===== src/fir_cb_pkg.sv =====
// ----------------------------------------------------------------------------
// fir_cb_pkg
// Shared types, constants and arithmetic helpers for the circular-buffer FIR.
// ----------------------------------------------------------------------------
package fir_cb_pkg;

   // Default configuration
   localparam int TAP_COUNT_DEF   = 81;
   localparam int SAMPLE_BITS_DEF = 16;
   localparam int COEF_BITS_DEF   = 16;

   // Fixed field and datapath widths
   localparam int INDEX_BITS = 7;
   localparam int ACC_BITS   = 64;

   // Request operation codes
   localparam logic OP_FILTER    = 1'b0;
   localparam logic OP_COEF_LOAD = 1'b1;

   // Control handed to every cell of the tap chain
   typedef struct packed {
      logic                  shift;       // push a new sample into the chain
      logic                  rotate;      // move both rings one cell toward cell 0
      logic                  coef_write;  // load one coefficient
      logic [INDEX_BITS-1:0] coef_index;
   } cell_ctrl_type;

   // Control handed to the multiply-accumulate unit
   typedef struct packed {
      logic clear;    // zero the accumulator
      logic capture;  // register the product of the head cell
      logic round;    // add the rounding constant
   } mac_ctrl_type;

   // Add two signed accumulator words, clamping at the signed bounds
   function automatic logic signed [ACC_BITS-1:0] sat_add(
      input logic signed [ACC_BITS-1:0] a,
      input logic signed [ACC_BITS-1:0] b
   );
      logic signed [ACC_BITS-1:0] sum;
      logic signed [ACC_BITS-1:0] result;
      sum = a + b;
      if ((a[ACC_BITS-1] == b[ACC_BITS-1]) && (sum[ACC_BITS-1] != a[ACC_BITS-1])) begin
         result = a[ACC_BITS-1] ? {1'b1, {(ACC_BITS-1){1'b0}}}
                                : {1'b0, {(ACC_BITS-1){1'b1}}};
      end else begin
         result = sum;
      end
      return result;
   endfunction

endpackage


===== src/fir_cb_cell.sv =====
// ----------------------------------------------------------------------------
// fir_cb_cell
// One tap of the chain: holds one sample and one coefficient, shifts samples
// forward on a new input and rotates both values toward the head cell.
// ----------------------------------------------------------------------------
module fir_cb_cell #(
   parameter int CELL_INDEX  = 0,
   parameter int SAMPLE_BITS = fir_cb_pkg::SAMPLE_BITS_DEF,
   parameter int COEF_BITS   = fir_cb_pkg::COEF_BITS_DEF
) (
   input  logic                          clock,
   input  logic                          reset,
   input  fir_cb_pkg::cell_ctrl_type     ctrl,
   input  logic signed [SAMPLE_BITS-1:0] sample_prev,
   input  logic signed [SAMPLE_BITS-1:0] sample_next,
   input  logic signed [COEF_BITS-1:0]   coef_next,
   input  logic signed [COEF_BITS-1:0]   coef_load,
   output logic signed [SAMPLE_BITS-1:0] sample,
   output logic signed [COEF_BITS-1:0]   coef
);
   import fir_cb_pkg::*;

   logic signed [SAMPLE_BITS-1:0] sample_ff, sample_in;
   logic signed [COEF_BITS-1:0]   coef_ff, coef_in;
   logic                          index_hit;

   assign index_hit = (32'(ctrl.coef_index) == CELL_INDEX);

   // Select the next sample and coefficient
   always_comb begin
      sample_in = sample_ff;
      coef_in   = coef_ff;
      if (ctrl.shift) begin
         sample_in = sample_prev;
      end else if (ctrl.rotate) begin
         sample_in = sample_next;
         coef_in   = coef_next;
      end else if (ctrl.coef_write && index_hit) begin
         coef_in   = coef_load;
      end
   end

   always_ff @(posedge clock) begin
      if (reset) begin
         sample_ff <= '0;
         coef_ff   <= '0;
      end else begin
         sample_ff <= sample_in;
         coef_ff   <= coef_in;
      end
   end

   assign sample = sample_ff;
   assign coef   = coef_ff;

endmodule


===== config.mk =====
export PLATFORM = sky130hd
export DESIGN_NAME = fir_cb_cell
export DESIGN_NICKNAME = d
export VERILOG_FILES = /design/src/fir_cb_pkg.sv /design/src/fir_cb_cell.sv
export SDC_FILE = /design/constraint.sdc
export NUM_CORES = 1
export LEC_CHECK = 0
export CAP_MARGIN = 20
export CORE_MARGIN = 5
export CORE_UTILIZATION = 30
export DETAILED_ROUTE_END_ITERATION = 12
export DONT_BUFFER_PORTS = 1
export PLACE_DENSITY_LB_ADDON = 0.3
export SKIP_CTS_REPAIR_TIMING = 1
export SLEW_MARGIN = 15
export SYNTH_ARGS = -nofsm -noshare
export SYNTH_HDL_FRONTEND = slang
export SYNTH_SLANG_ARGS = --single-unit

===== constraint.sdc =====
create_clock -name clock -period 3.2 [get_ports clock]
set_input_delay 0.64 -clock clock [delete_from_list [all_inputs] [get_ports clock]]
set_output_delay 0.64 -clock clock [all_outputs]
set_load 0.1 [all_outputs]

== Word-level counts from Yosys, hierarchy flattened ==
Index checks and enable logic that the tools add are counted.

* Register bits: 32
* Bits of input ports: 76
* Output and inout bits: 32
* Word-level logic and storage cells: 12

* Mux-type cells: 4
* Bitwise logic cells: 1
* Reductions and logical operators: 5

{| class="wikitable"
|+ Operators with widths
! cell !! number
|-
| 16-bit two-way mux || 4
|-
| 7-bit logical NOT || 1
|-
| 2-bit nonzero test || 2
|-
| 2-bit AND reduction || 1
|-
| 1-bit logical AND || 1
|-
| 1-bit inverter || 1
|}

== Depth between registers and ports, before layout ==
* Depth after elaboration: 4
* Mapped depth: 6
* Mapped depth without buffers: 3

== Least setup slack after synthesis ==
OpenSTA, ideal clock, no wires.

* Path kind: in2reg
* Start point: input port ctrl[5] (netlist name)
* End point: register coef_ff[10], in the netlist coef[10]
* Setup time: 0.079 ns
* Data arrival time: 1.898 ns
* Setup slack: 1.224 ns
* Cell stages on the path: 6
* Path buffers: 3
* Path through: or4b_1 -> buf_2 -> or2_1 -> buf_6 -> buf_6 -> o221ai_2

* Longest elaborated chain between the ends: 4

{| class="wikitable"
|+ Ends and longest elaborated chain
! what !! line !! RTL
|-
| start, declared || fir_cb_cell.sv:13 || <nowiki>input fir_cb_pkg::cell_ctrl_type ctrl,</nowiki>
|-
| 7-bit logical NOT || fir_cb_cell.sv:27 || <nowiki>assign index_hit = (32'(ctrl.coef_index) == CELL_INDEX);</nowiki>
|-
| 1-bit logical AND || fir_cb_cell.sv:38 || <nowiki>end else if (ctrl.coef_write && index_hit) begin</nowiki>
|-
| 2-bit nonzero test (no source line) || - ||
|-
| 2-bit AND reduction (no source line) || - ||
|-
| end signal, assigned || fir_cb_cell.sv:49 || <nowiki>coef_ff <= coef_in;</nowiki>
|-
| end, declared || fir_cb_cell.sv:24 || <nowiki>logic signed [COEF_BITS-1:0] coef_ff, coef_in;</nowiki>
|}

No other way between the ends.
A chain may end at the register's enable or synchronous reset.

== Worst setup path in the final report ==
* Start point: input port ctrl[1] (netlist name)
* End point: register coef_ff[15], in the netlist coef[15]

Same word-level chain as after synthesis.

==> impl_metrics.json <==
{
  "worst_pin_slew_ns": 1.05,
  "path_class": "input port to register",
  "critPathMaxFanout": 17,
  "ys_seq_area_share_pct": 32.7,
  "synth_top_area_cell": "dfxtp_1",
  "syn_inst": 203,
  "fin_tns_setup_ns": 0,
  "drt-initial-drc-count": 35,
  "rr_worst_depth": 2,
  "power_leakage_nw": 0.775,
  "synth_warnings": 0,
  "root_buffer": "clkbuf_8",
  "crit_required_ns": 3.39,
  "clk_latency_ns": 0.28,
  "synth_top_area_share_pct": 32.7,
  "fin_ws_ns": 1.03,
  "rr_endpoint": "coef[13]",
  "syn_to_final_growth_pct": 4.03,
  "wire_per_inst_um": 18.7,
  "nFillCells": 669,
  "hold_path.startpoint": "reset",
  "firstDrtPassIters": 4,
  "avgViaCountPerCell": 5.69,
  "grt_pass1_wl_um": 8300,
  "min_to": "sample[4]",
  "path_cells": "or4_1 > or2_1 > o221ai_1",
  "syn_area_um2": 1960,
  "hold_violations": 0,
  "globalRouteTotalUtil_pct": 12.1,
  "period_share_pct": 67.7,
  "antenna_left": 0,
  "antenna_found_initial": 0,
  "start_util_pct": 30.8,
  "r2r_start": "coef[13]",
  "grt_overflow": 0,
  "totalWireLength_um": 4980,
  "clkSinkCount": 32,
  "p_total_mw": 1.04,
  "fin_skew_ns": 0,
  "fin_nets": 265,
  "max_freq_mhz": 461,
  "clockBufferDepth": 2,
  "ys_types": 17,
  "place_ws_ns": 0.733,
  "start_kind": "input port",
  "die-area_um2": 8240,
  "rows": 29,
  "hpwl_um": 3520,
  "vias": 1514,
  "setup_violations": 0,
  "rrSetupSlack_ns": 1.72,
  "core_area_um2": 6350,
  "fp.dieH_um": 90.8,
  "clk_pin_slew_worst_paths_ns": 0.07,
  "synth.net_count": 279,
  "die_w_um": 90.8,
  "worstSetupEndpointType": "register",
  "first_global_vias": 1588,
  "io_buffers": 0,
  "cts_tree": "done",
  "slew_headroom_pct": 29.6,
  "slew_violations": 0,
  "cp_slowest_cell": "or4_1",
  "powerDensity_nw_per_um2": 511,
  "drive_gt1_share_pct": 25.9,
  "syn_area_per_cell_um2": 9.65,
  "max-vdd-ir-drop_mv": 0.215,
  "final_cell_mix": "32 x mux2_2, 32 x dfxtp_1, 18 x nor2_1",
  "maxCapViolCount": 0,
  "crit_family": "simple AND/OR/NAND/NOR gates",
  "htreeDepth": 2,
  "drc_errors": 0,
  "grt_max_degree": 50,
  "min_period_ns": 2.17,
  "grt_setup_unrepaired": "false",
  "path_buf_inv": 0,
  "num_antenna_cells": 0,
  "synth.area.top_cells": "dfxtp_1 33%, mux2_2 18%, mux2i_1 8.2%",
  "synth-seq-cells": 32,
  "io_pins": 108,
  "worstPathArrival_ns": 2.36,
  "gp_congestion": 0.703,
  "cpPeakStageDelay_ns": 0.82,
  "cts_buffers": 5,
  "min_path_type": "input port to register",
  "status": "finished clean",
  "holdPathStages": 1
}
stage by stage:
stage / instance area [um2] / std cells / utilization (%) / hold WS, ns
after CTS: 2040 / 266 / 32.1 / 0.410
after floorplan: 1960 / 203 / - / 0.787
final: 2040 / 266 / 32.1 / 0.424
after global routing: 2040 / 266 / 32.1 / 0.403
after detailed placement: 1960 / 259 / 30.9 / 0.719
after global placement: 1960 / 259 / 30.9 / 0.716
final cells by class:
cell class | instances | area [um2] | share of cell area, %
clock buffer | 6 | 72.6 | 3.56
multi-input combinational | 149 | 1210 | 59.6
sequential | 32 | 641 | 31.4
timing repair buffer | 1 | 7.51 | 0.369
clock inverter | 1 | 5.00 | 0.246
tap | 77 | 96.3 | 4.73
layer usage:
layer  global-route usage (%)  routed length, um  part of all wire, %  up-vias
li1                         -                  -                    -      738
met2                     18.6               2310                   46       70
met3                     5.08                480                  9.6        8
met1                     15.5               2120                   43      698
met5                        0                  0                    0        -
met4                     3.30                 63                  1.3        0
where the power goes:
group          switching, mW  internal [mW]
clock                  0.139          0.148
combinational         0.0402         0.0683
sequential             0.220          0.426
total                  0.399          0.642
Yosys cell counts:
| cell | instances |
|---|---|
| mux2_2 | 32 |
| or4b_1 | 1 |
| buf_1 | 2 |
| clkbuf_1 | 14 |
| nand2_1 | 16 |
| buf_2 | 4 |
| mux2i_1 | 16 |
| o211ai_1 | 16 |
| a21oi_1 | 16 |
| o221ai_2 | 10 |
| or4_1 | 1 |
| buf_6 | 2 |
| o221ai_1 | 6 |
| dfxtp_1 | 32 |
| nor2_1 | 18 |
| and3b_1 | 16 |
| or2_1 | 1 |
flip-flops by register name, indices dropped and copies added (netlist names):
signal / flops
coef: 16
sample: 16
worst max path at each step:
stage	slack, ns	cells past startpoint	start	end
final	1.03	3	ctrl[1]	coef[15]
after floorplan	1.22	6	ctrl[5]	coef[10]
after global routing	0.90	3	ctrl[5]	coef[0]
after CTS	1.04	3	ctrl[5]	coef[0]
after global placement	0.77	3	ctrl[5]	coef[3]
after detailed placement	0.73	3	ctrl[5]	coef[15]
cells by family after synthesis:
kind of cell,synth area share (%)
compound gates,20.6
buf+inv,5.24
flops,32.7
mux,26.6
simple gates,14.9
(Power assumes the default switching activity.)
