$ cat config.mk
export PLATFORM = sky130hd
export DESIGN_NAME = fir_cb_mac
export DESIGN_NICKNAME = d
export VERILOG_FILES = /design/src/fir_cb_pkg.sv /design/src/fir_cb_mac.sv
export SDC_FILE = /design/constraint.sdc
export NUM_CORES = 1
export LEC_CHECK = 0
export BUFFER_PORTS_ARGS = -buffer_cell sky130_fd_sc_hd__clkbuf_2
export CAP_MARGIN = 20
export CORE_AREA = 2 2 126 251
export DETAILED_ROUTE_END_ITERATION = 16
export DIE_AREA = 0 0 128 253
export HOLD_SLACK_MARGIN = 0.06
export PLACE_DENSITY_LB_ADDON = 0.12
export RECOVER_POWER = 50
export SYNTH_ARGS = -nofsm -noshare
export SYNTH_HDL_FRONTEND = slang
export SYNTH_SLANG_ARGS = --single-unit
export TNS_END_PERCENT = 30
$ cat constraint.sdc
create_clock -name clock -period 17.8 [get_ports clock]
set_input_delay 3.56 -clock clock [delete_from_list [all_inputs] [get_ports clock]]
set_output_delay 3.56 -clock clock [all_outputs]
set_load 0.05 [all_outputs]
$ cat src/fir_cb_pkg.sv
// ----------------------------------------------------------------------------
// fir_cb_pkg
// Shared types, constants and arithmetic helpers for the circular-buffer FIR.
// ----------------------------------------------------------------------------
package fir_cb_pkg;

   // Default configuration
   localparam int TAP_COUNT_DEF   = 81;
   localparam int SAMPLE_BITS_DEF = 16;
   localparam int COEF_BITS_DEF   = 16;

   // Fixed field and datapath widths
   localparam int INDEX_BITS = 7;
   localparam int ACC_BITS   = 64;

   // Request operation codes
   localparam logic OP_FILTER    = 1'b0;
   localparam logic OP_COEF_LOAD = 1'b1;

   // Control handed to every cell of the tap chain
   typedef struct packed {
      logic                  shift;       // push a new sample into the chain
      logic                  rotate;      // move both rings one cell toward cell 0
      logic                  coef_write;  // load one coefficient
      logic [INDEX_BITS-1:0] coef_index;
   } cell_ctrl_type;

   // Control handed to the multiply-accumulate unit
   typedef struct packed {
      logic clear;    // zero the accumulator
      logic capture;  // register the product of the head cell
      logic round;    // add the rounding constant
   } mac_ctrl_type;

   // Add two signed accumulator words, clamping at the signed bounds
   function automatic logic signed [ACC_BITS-1:0] sat_add(
      input logic signed [ACC_BITS-1:0] a,
      input logic signed [ACC_BITS-1:0] b
   );
      logic signed [ACC_BITS-1:0] sum;
      logic signed [ACC_BITS-1:0] result;
      sum = a + b;
      if ((a[ACC_BITS-1] == b[ACC_BITS-1]) && (sum[ACC_BITS-1] != a[ACC_BITS-1])) begin
         result = a[ACC_BITS-1] ? {1'b1, {(ACC_BITS-1){1'b0}}}
                                : {1'b0, {(ACC_BITS-1){1'b1}}};
      end else begin
         result = sum;
      end
      return result;
   endfunction

endpackage

$ cat src/fir_cb_mac.sv
// ----------------------------------------------------------------------------
// fir_cb_mac
// Multiply-accumulate unit: registers one product per cycle, sums it into a
// saturating accumulator, rounds and clamps the total to the output format.
// ----------------------------------------------------------------------------
module fir_cb_mac #(
   parameter int SAMPLE_BITS = fir_cb_pkg::SAMPLE_BITS_DEF,
   parameter int COEF_BITS   = fir_cb_pkg::COEF_BITS_DEF
) (
   input  logic                          clock,
   input  logic                          reset,
   input  fir_cb_pkg::mac_ctrl_type      ctrl,
   input  logic signed [SAMPLE_BITS-1:0] sample,
   input  logic signed [COEF_BITS-1:0]   coef,
   output logic signed [SAMPLE_BITS-1:0] result,
   output logic                          clip
);
   import fir_cb_pkg::*;

   localparam int PROD_BITS = SAMPLE_BITS + COEF_BITS;
   localparam logic signed [ACC_BITS-1:0] ROUND_ADD = ACC_BITS'(1) <<< (COEF_BITS - 2);
   localparam logic signed [ACC_BITS-1:0] OUT_MAX   =
      (ACC_BITS'(1) <<< (SAMPLE_BITS - 1)) - ACC_BITS'(1);
   localparam logic signed [ACC_BITS-1:0] OUT_MIN   = -OUT_MAX - ACC_BITS'(1);

   logic signed [PROD_BITS-1:0] product_ff, product_in;
   logic                        prod_valid_ff, prod_valid_in;
   logic signed [ACC_BITS-1:0]  acc_ff, acc_in;
   logic signed [ACC_BITS-1:0]  scaled;

   // Form the product of the head cell
   assign product_in    = sample * coef;
   assign prod_valid_in = ctrl.capture;

   // Clear, round or accumulate
   always_comb begin
      acc_in = acc_ff;
      if (ctrl.clear) begin
         acc_in = '0;
      end else if (ctrl.round) begin
         acc_in = sat_add(acc_ff, ROUND_ADD);
      end else if (prod_valid_ff) begin
         acc_in = sat_add(acc_ff, ACC_BITS'(product_ff));
      end
   end

   always_ff @(posedge clock) begin
      product_ff <= product_in;
      if (reset) begin
         prod_valid_ff <= 1'b0;
         acc_ff        <= '0;
      end else begin
         prod_valid_ff <= prod_valid_in;
         acc_ff        <= acc_in;
      end
   end

   // Scale down and clamp to the sample range
   assign scaled = acc_ff >>> (COEF_BITS - 1);

   always_comb begin
      if (scaled > OUT_MAX) begin
         result = OUT_MAX[SAMPLE_BITS-1:0];
         clip   = 1'b1;
      end else if (scaled < OUT_MIN) begin
         result = OUT_MIN[SAMPLE_BITS-1:0];
         clip   = 1'b1;
      end else begin
         result = scaled[SAMPLE_BITS-1:0];
         clip   = 1'b0;
      end
   end

endmodule

Yosys cells after proc, flatten, opt, wreduce, memory -nomap -nowiden
Index checks and enable logic that the tools add are counted.
{"block": "op_classes", "addsub": 2, "n_lt_le_gt_ge": 2, "n_bitwise": 1, "n_mul": 1, "n_shift": 0, "n_div": 0, "n_eq_ne": 3, "n_mux": 9, "reduce_logical": 4}
{"op": "$mux W64", "n": 5}
{"op": "$add A64 B16 Y64 const B", "n": 1}
{"op": "$add A64 B32 Y64", "n": 1}
{"op": "$gt A49 B16 Y1 const B", "n": 1}
{"op": "$lt A49 B16 Y1 const B", "n": 1}
{"op": "$mul A16 B16 Y32", "n": 1}
{"op": "$mux W16", "n": 2}
{"op": "$logic_and A1 B1 Y1", "n": 2}
{"op": "$mux W1", "n": 2}
{"op": "$ne A1 B1 Y1", "n": 2}
{"op": "$reduce_bool A2 Y1", "n": 1}
{"op": "$reduce_or A2 Y1", "n": 1}
{"op": "$eq A1 B1 Y1", "n": 1}
{"op": "$not A1 Y1", "n": 1}
{"block": "totals", "output_inout_bits": 17, "input_bits": 37, "ff_bits": 97, "word_cells": 25, "ramBits": 0, "memories": 0, "mem_bits_ro": 0, "latch_bits": 0}

Depth between registers and ports, before layout
Gate-level depths: netlist of run 1.
{"block": "logic_depth", "word_depth": 6, "depth_mapped": 25, "mapped_depth_nobuf": 24}

Worst setup path before layout of run 1
OpenSTA, ideal clock, no wires.
{"block": "synth_path", "kind": "input -> register", "startpoint": "input coef[3]", "endpoint": "register product_ff[31]", "setup_ns": 0.072, "arrival_ns": 9.091, "path_stages": 23, "t_required_ns": 17.728, "path_buffers": 1, "slack_ns": 8.636, "path_cell_list": "clkbuf_1 -> and2_1 -> fa_1 -> inv_1 -> fa_1 -> inv_1 -> fa_1 -> fa_1 -> fa_1 -> inv_1 -> fa_1 -> inv_1 -> ha_1 -> a21oi_1 -> o2111ai_1 -> nand3_1 -> o211ai_1 -> a21oi_1 -> o21ai_0 -> o311a_1 -> a211o_1 -> a21oi_1 -> xnor2_1"}
{"block": "synth_between", "elab_chain_cells": 1}
{"element": "start: declaration", "line_no": "fir_cb_mac.sv:14", "text": "input logic signed [COEF_BITS-1:0] coef,"}
{"element": "$mul A16 B16 Y32", "line_no": "fir_cb_mac.sv:32", "text": "assign product_in = sample * coef;"}
{"element": "net product_in[31]", "line_no": "fir_cb_mac.sv:26", "text": "logic signed [PROD_BITS-1:0] product_ff, product_in;"}
{"element": "end signal: assignment", "line_no": "fir_cb_mac.sv:48", "text": "product_ff <= product_in;"}
{"element": "end: declaration", "line_no": "fir_cb_mac.sv:26"}
The timed path passes the listed nets, and every way through them passes these cells.
A chain may end at the register's enable or synchronous reset.

Worst setup path after layout of run 1
{"block": "layout_path", "startpoint": "input sample[0]", "endpoint": "register product_ff[30]"}
{"block": "layout_between", "elab_chain_cells": 1}
{"element": "start: declaration", "line_no": "fir_cb_mac.sv:13", "text": "input logic signed [SAMPLE_BITS-1:0] sample,"}
{"element": "$mul A16 B16 Y32", "line_no": "fir_cb_mac.sv:32"}
{"element": "net product_in[30]", "line_no": "fir_cb_mac.sv:26"}
The timed path passes the listed nets, and every way through them passes these cells.

==> metrics.md, run 1 <==
| Metric | Value |
|---|---|
| Critical setup path kind | in -> reg |
| Top-area cell type share of the netlist area | 29.04% |
| RSZ-0062 raised after global routing | no |
| Mapped Area | 0.01813 mm² |
| Max-slew headroom | -38.68% |
| DR pass1 iterations | 5 |
| Ys Warns | 0 |
| Synth Area in Compound Gates | 15.99% |
| Setup TNS Final | 0 ns |
| Share of layout cells above drive strength 1 | 4.488% |
| Maximum clock frequency | 106.0 MHz |
| H-tree Lvls | 3 |
| Failing checks | max-capacitance violations, max-slew violations |
| Most frequent cells in the layout | 361 x inv_1, 274 x nand2_1, 263 x fa_1 |
| Residual DRC | 0 |
| Gr ovfl total | 0 |
| WP data required | 18.06 ns |
| EDFF count, synth | 0 |
| Root Buffer | clkbuf_16 |
| CP Max Fanout | 16 |
| # setup viols final | 0 |
| Largest net degree at the start of global routing | 48 |
| Num CTS Buffers | 9 |
| Die Y | 253 µm |
| Post-CTS Setup Inserts | 0 |
| Post-synth net total | 2670 |
| Hold Path Stages | 2 |
| Post-synthesis mux area share | 0.6418% |
| Reg2Reg Launch Point | product_ff[31]$_DFF_P_ |
| TritonCTS clock tree | done |
| Buf+Inv Stages, Crit Path | 4 |
| CTS sink count | 97 |
| Routed vias | 15.49k |
| Area contributors post-synth | fa_1 29%, dfxtp_1 11%, ha_1 10% |
| Setup Skew | 0.008196 ns |
| Final GP Congestion | 0.9386 |
| Delay of the slowest critical-path stage | 0.58 ns |
| Commonest non-fill, non-tap cell in the layout | inv_1 |
| FF+latch area | 0.001942 mm² |
| Clk Latency, worst-skew pair | 0.36 ns |
| Cell repeated most along the worst path | fa_1 |
| FFs w/ async S/R, synth | 0% |
| Critical path startpoint category | input port |
| Period utilization | 52.98% |
| Max-cap viol count | 3 |
| Crit path depth | 22 |
| FF+latch count, synth | 97 |
| Reg2Reg Depth | 12 |
| Hold Buf Count CTS | 0 |
| Main synth FF type | dfxtp_1 |
| Area of the multi-input gates | 0.01438 mm² |
| Crit-path slowest cell | fa_1 |
| Adder-cell share of the synthesized area | 39.12% |
| Global-route wire length before repair | 78210 µm |
| Wire per inst | 17.87 µm |
| Initial antenna violation count | 0 |
| Total track usage | 30.12% |
| Simple-Gate Fraction of Synth Area | 19.54% |
| Final Max Slew Viols | 96 |
| Port Buffers | 53 |
| Drt via density | 6.008 |
| Layout fillers | 2824 |
| RR Endpoint | acc_ff[54]$_SDFFE_PP0P_ |
| Synth area leader | fa_1 |
| Max Root-Sink Buffers | 2 |
| # IOs | 54 |
| Worst Path Arrival | 9.69 ns |
| Initial Util | 59.41% |
| Core area | 0.03051 mm² |
| PostCTS Resize Cnt | 0 |
| Crit-path cells | clkbuf_1, nand2b_1, fa_1, fa_1, inv_1, fa_1, fa_1, fa_1, inv_1, fa_1, inv_1, ha_1, nand2_1, o21ai_0, a21oi_1, nand2_1, o21ai_1, a2111o_1, a31oi_1, a21o_1, a21oi_1, xnor2_1 |
| Starting DRT DRC Count | 911 |
| Vias in the first global route | 15.86k |
| Sequential area share after synthesis | 10.71% |
| CP top delay family | adder cells |
| Die footprint | 0.03238 mm² |
| Outcome | finished with violations |
| Flop2flop setup slack | 11.90 ns |
| Avg Inst Size Synth | 8.152 µm² |
| Final Hold Violating Endpoints | 0 |
| XOR/XNOR Fraction of Synth Area | 4.203% |
| Path category of the worst min-delay check | reg -> reg |
| Worst Setup End Kind | register |
| Nets | 2647 |
| Unique masters post-synth | 81 |
| # diodes | 0 |
| DPL Wire Length | 36180 µm |
| Largest family of logic cells by synthesized area | adder cells |
| Clock slew at reported path FFs | 0.08 ns |
| Worst-margin pin slew | 2.080 ns |
| Final WL | 46070 µm |
| Area delta synth->final | 3.561% |
| Hold Startpoint | acc_ff[13]$_SDFFE_PP0P_ |
| Hold endpoint | acc_ff[13]$_SDFFE_PP0P_ |
| Cell Rows | 91 |
| Crit path time final | 9.431 ns |
| Post-Syn Instances | 2224 |
| Horizontal die dimension | 128 µm |
| Detail Route Antenna Nets | 0 |
## metrics by stage
step                      instance area [µm²]  worst slack (ns)  instances  utilization [%]  hold WS (ns)
after global placement                  18490             8.196       2561            60.59        0.4986
final                                   18780             8.369       2578            61.53        0.5272
after CTS                               18790             8.466       2577            61.59        0.5310
after global routing                    18780             7.961       2578            61.53        0.5581
after floorplan                         18130             8.636       2224                -        0.4820
after detailed placement                18490             8.104       2561            60.59        0.5058
## final cells by class
class / count / share of cell area, %
clock inverters: 7 / 0.4332
well taps: 372 / 2.479
inverters: 361 / 7.217
repair buffers: 60 / 1.759
flip-flops and latches: 97 / 10.34
multi-input cells: 1672 / 76.57
clock buffers: 9 / 1.200
## state kept, by name, summed over array words and instances (netlist names)
name	count
acc_ff	64
product_ff	32
prod_valid_ff	1
## worst max-delay path by stage
stage	from	end
2_1_floorplan	coef[3]	product_ff[31]$_DFF_P_
3_3_place_gp	coef[3]	product_ff[31]$_DFF_P_
3_5_place_dp	sample[6]	product_ff[31]$_DFF_P_
4_1_cts	sample[6]	product_ff[31]$_DFF_P_
5_1_grt	sample[6]	product_ff[31]$_DFF_P_
6_report	sample[0]	product_ff[30]$_DFF_P_
## per-layer routing
metal	part of all wire (%)	GRT usage [%]	routed length, µm
met1	40	38.10	18630
met2	51	52.67	23310
met3	4.1	2.303	1887
met4	4.9	12.84	2252
met5	0	0	0
## cells in the mapped netlist, drive strengths merged (5+ instances only)
library cell and count:
inv 361, nand2 274, fa 263, ha 146, and2 134, a21oi 130
dfxtp 97, o21ai 92, nor2 89, clkbuf 66, xnor2 60, nand3 59
a21o 49, a31oi 33, nand4 31, nor3 29, buf 27, xor2 27
and3 25, o211ai 23, o21a 20, nor4 16, a211oi 14, nor2b 13
o21bai 13, or3 12, nand2b 10, a41oi 9, or2 8, a21boi 7
a221oi 7, o31ai 7, mux2i 6, mux2 5, nor3b 5, o22ai 5
## cell families after synthesis
| kind of cell | after synthesis |
|---|---|
| compound gates | 446 |
| xor+xnor | 87 |
| fa+ha+maj | 409 |
| buf+inv | 455 |
| flops | 97 |
| mux | 11 |
| simple gates | 719 |
## tightest hold or removal path: cells and delay by family, from the launching register on
family	cells	cell delay [ns]
AOI/OAI and AO/OA	1	0.08
DFF	1	0.33
and+or+nand+nor	1	0.08
Power of run 1 is left out: the tool's default activity adds up to more than one toggle a clock period on the data nets, which glitch-free logic cannot reach.
==> inputs of run 2 (changes only) <==
==> constraint.sdc (replaced) <==
create_clock -name clock -period 9.6 [get_ports clock]
set_input_delay 1.92 -clock clock [delete_from_list [all_inputs] [get_ports clock]]
set_output_delay 1.92 -clock clock [all_outputs]
set_load 0.05 [all_outputs]
==> run 2 against run 1 <==
The flow still finishes with violations (max-capacitance violations, max-slew violations). Sequential share of layout area barely moved. Via count decreased by 0.56%. Worst hold slack improved by 0.0059 ns. Clock-buffer cell count is the same. Worst setup slack worse by 6.5 ns. Critical path depth is the same. Die area stayed put. Routed wire length about the same. Final area about the same. Critical endpoint unchanged. Highest routed layer unchanged.
==> metrics.md, run 2 (synthesis results as in run 1) <==
| Metric | Value |
|---|---|
| Outcome | finished with violations |
| Failing checks | max-capacitance violations, max-slew violations |
| Total track usage | 30.22% (+0.093 points) |
| Path category of the worst min-delay check | reg -> reg |
| Critical setup path kind | in -> reg |
| Buf+Inv Stages, Crit Path | 4 (unchanged) |
| Cell Rows | 91 (unchanged) |
| Detail Route Antenna Nets | 0 (unchanged) |
| Initial antenna violation count | 0 (unchanged) |
| Max Root-Sink Buffers | 2 (unchanged) |
| Area delta synth->final | 3.492% (about the same) |
| Setup Skew | 0.007881 ns (-0.0003150 ns) |
| Largest Register | acc_ff |
| Critical path startpoint category | input port |
| Die Y | 253 µm (unchanged) |
| Max reg flops | 64 (unchanged) |
| Hold Buf Count CTS | 0 (unchanged) |
| Final Hold Violating Endpoints | 0 (unchanged) |
| Worst Setup End Kind | register |
| CP Max Fanout | 16 (unchanged) |
| Vias in the first global route | 15.83k (-0.16%) |
| Initial Util | 59.41% (unchanged) |
| Crit path time final | 7.749 ns |
| # diodes | 0 (unchanged) |
| Final WL | 46030 µm (about the same) |
| Clock slew at reported path FFs | 0.08 ns (about the same) |
| TritonCTS clock tree | done |
| CP top delay family | adder cells |
| Worst-margin pin slew | 2.138 ns (+0.05768 ns) |
| Most frequent cells in the layout | 361 x inv_1, 274 x nand2_1, 263 x fa_1 |
| Max-slew headroom | -42.53% (-3.8 points) |
| Num CTS Buffers | 9 (unchanged) |
| DPL Wire Length | 36180 µm (about the same) |
| CTS sink count | 97 (unchanged) |
| Period utilization | 80.72% |
| Gr ovfl total | 0 (unchanged) |
| Commonest non-fill, non-tap cell in the layout | inv_1 |
| Final core occ | 61.49% (about the same) |
| Wire per inst | 17.86 µm (about the same) |
| WP data required | 9.86 ns (-8.20 ns) |
| Crit-path cells | clkbuf_1, nand2b_1, fa_1, fa_1, inv_1, fa_1, fa_1, fa_1, inv_1, fa_1, inv_1, ha_1, nand2_1, o21ai_0, a21oi_1, nand2_1, o21ai_1, a2111o_1, a31oi_1, a21o_1, a21oi_1, xnor2_1 |
| Clk Latency, worst-skew pair | 0.37 ns (about the same) |
| Post-CTS Setup Inserts | 0 (unchanged) |
| Drt via density | 5.977 (-0.52%) |
| Dpl cell area | 0.01849 mm² (unchanged) |
| DR pass1 iterations | 5 (unchanged) |
| Share of layout cells above drive strength 1 | 4.444% (-0.043 points) |
| Biggest regs | acc_ff: 64 flops, product_ff: 32 flops, prod_valid_ff: 1 flops |
| Port Buffers | 53 (unchanged) |
| RSZ-0062 raised after global routing | no |
| Crit-path slowest cell | fa_1 |
| Maximum clock frequency | 129.1 MHz |
| Starting DRT DRC Count | 920 (+0.99%) |
| Setup TNS Final | 0 ns (unchanged) |
| Horizontal die dimension | 128 µm (unchanged) |
| Largest net degree at the start of global routing | 48 (unchanged) |
| Routed vias | 15.40k (-0.56%) |
| Hold Slack | 0.5331 ns (+0.005909 ns) |
| Cell repeated most along the worst path | fa_1 |
| Final GP Congestion | 0.9388 (about the same) |
| Global-route wire length before repair | 78340 µm (+0.16%) |
| # setup viols final | 0 (unchanged) |
| Root Buffer | clkbuf_16 |
| Core area | 0.03051 mm² (unchanged) |
| Delay of the slowest critical-path stage | 0.58 ns (about the same) |
| Final Max Slew Viols | 98 (+2.1%) |
| H-tree Lvls | 3 (unchanged) |
| Layout fillers | 2823 (-0.035%) |
| Die footprint | 0.03238 mm² (unchanged) |
| Nets | 2646 (-0.038%) |
| Max-cap viol count | 3 (unchanged) |
| Residual DRC | 0 (unchanged) |
| PostCTS Resize Cnt | 0 (unchanged) |
| Worst Path Arrival | 8.01 ns (-1.68 ns) |
| Final instance area | 0.01876 mm² (about the same) |
| # IOs | 54 (unchanged) |
[run 2: cell types whose count changed in the layout (fill, tap and decap cells not counted), sizes merged]
| cell | before | now |
|---|---|---|
| buf | 6 | 5 |
| clkinv | 3 | 4 |
| inv | 365 | 364 |
[run 2: final timing paths]
kind | start | to | slack, ns | depth (start not counted)
worst max-delay path | sample[0] | product_ff[30]$_DFF_P_ | 1.85 | 22
worst min-delay path | acc_ff[5]$_SDFFE_PP0P_ | acc_ff[5]$_SDFFE_PP0P_ | 0.53 | 2
worst max register to register | product_ff[31]$_DFF_P_ | acc_ff[54]$_SDFFE_PP0P_ | 2.20 | 12
worst min register to register | acc_ff[5]$_SDFFE_PP0P_ | acc_ff[5]$_SDFFE_PP0P_ | 0.53 | 2
[run 2: final cells by class]
class / instances / area [µm²] / share of cell area (%)
clock buffers: 9 / 225.2 / 1.200
clock inverters: 7 / 101.3 / 0.5401
repair buffers: 59 / 304.0 / 1.620
flip-flops and latches: 97 / 1942 / 10.35
inverters: 361 / 1355 / 7.222
multi-input cells: 1672 / 14370 / 76.59
well taps: 372 / 465.4 / 2.481
[run 2: per-layer routing]
layer | up-vias | routed length, µm | track usage (%)
met5 | - | 0 | 0
met4 | 0 | 2299 | 13.38
met3 | 119 | 2050 | 2.324
met2 | 473 | 23310 | 52.74
met1 | 7548 | 18370 | 38.06
li1 | 7263 | - | -
[run 2: per-stage QoR]
stage	setup WS, ns	std cells
2_1_floorplan	2.076	2224
3_3_place_gp	1.635	2561
3_5_place_dp	1.549	2561
4_1_cts	1.921	2577
5_1_grt	1.470	2577
6_report	1.851	2577
[run 2: worst register-to-register path: stages, from the launching register on]
cell and delay, ns:
dfxtp_1 0.32, clkbuf_1 1.51, ha_1 0.51, and2_0 0.46, nand3_1 0.26, nor4_1 0.33
nand2_1 0.14, a2111o_1 0.40, a21oi_1 0.38, o21ai_0 0.14, o21ba_1 1.71, nand2_1 0.75
o31ai_1 0.41
Power of run 2 is left out for the same reason.
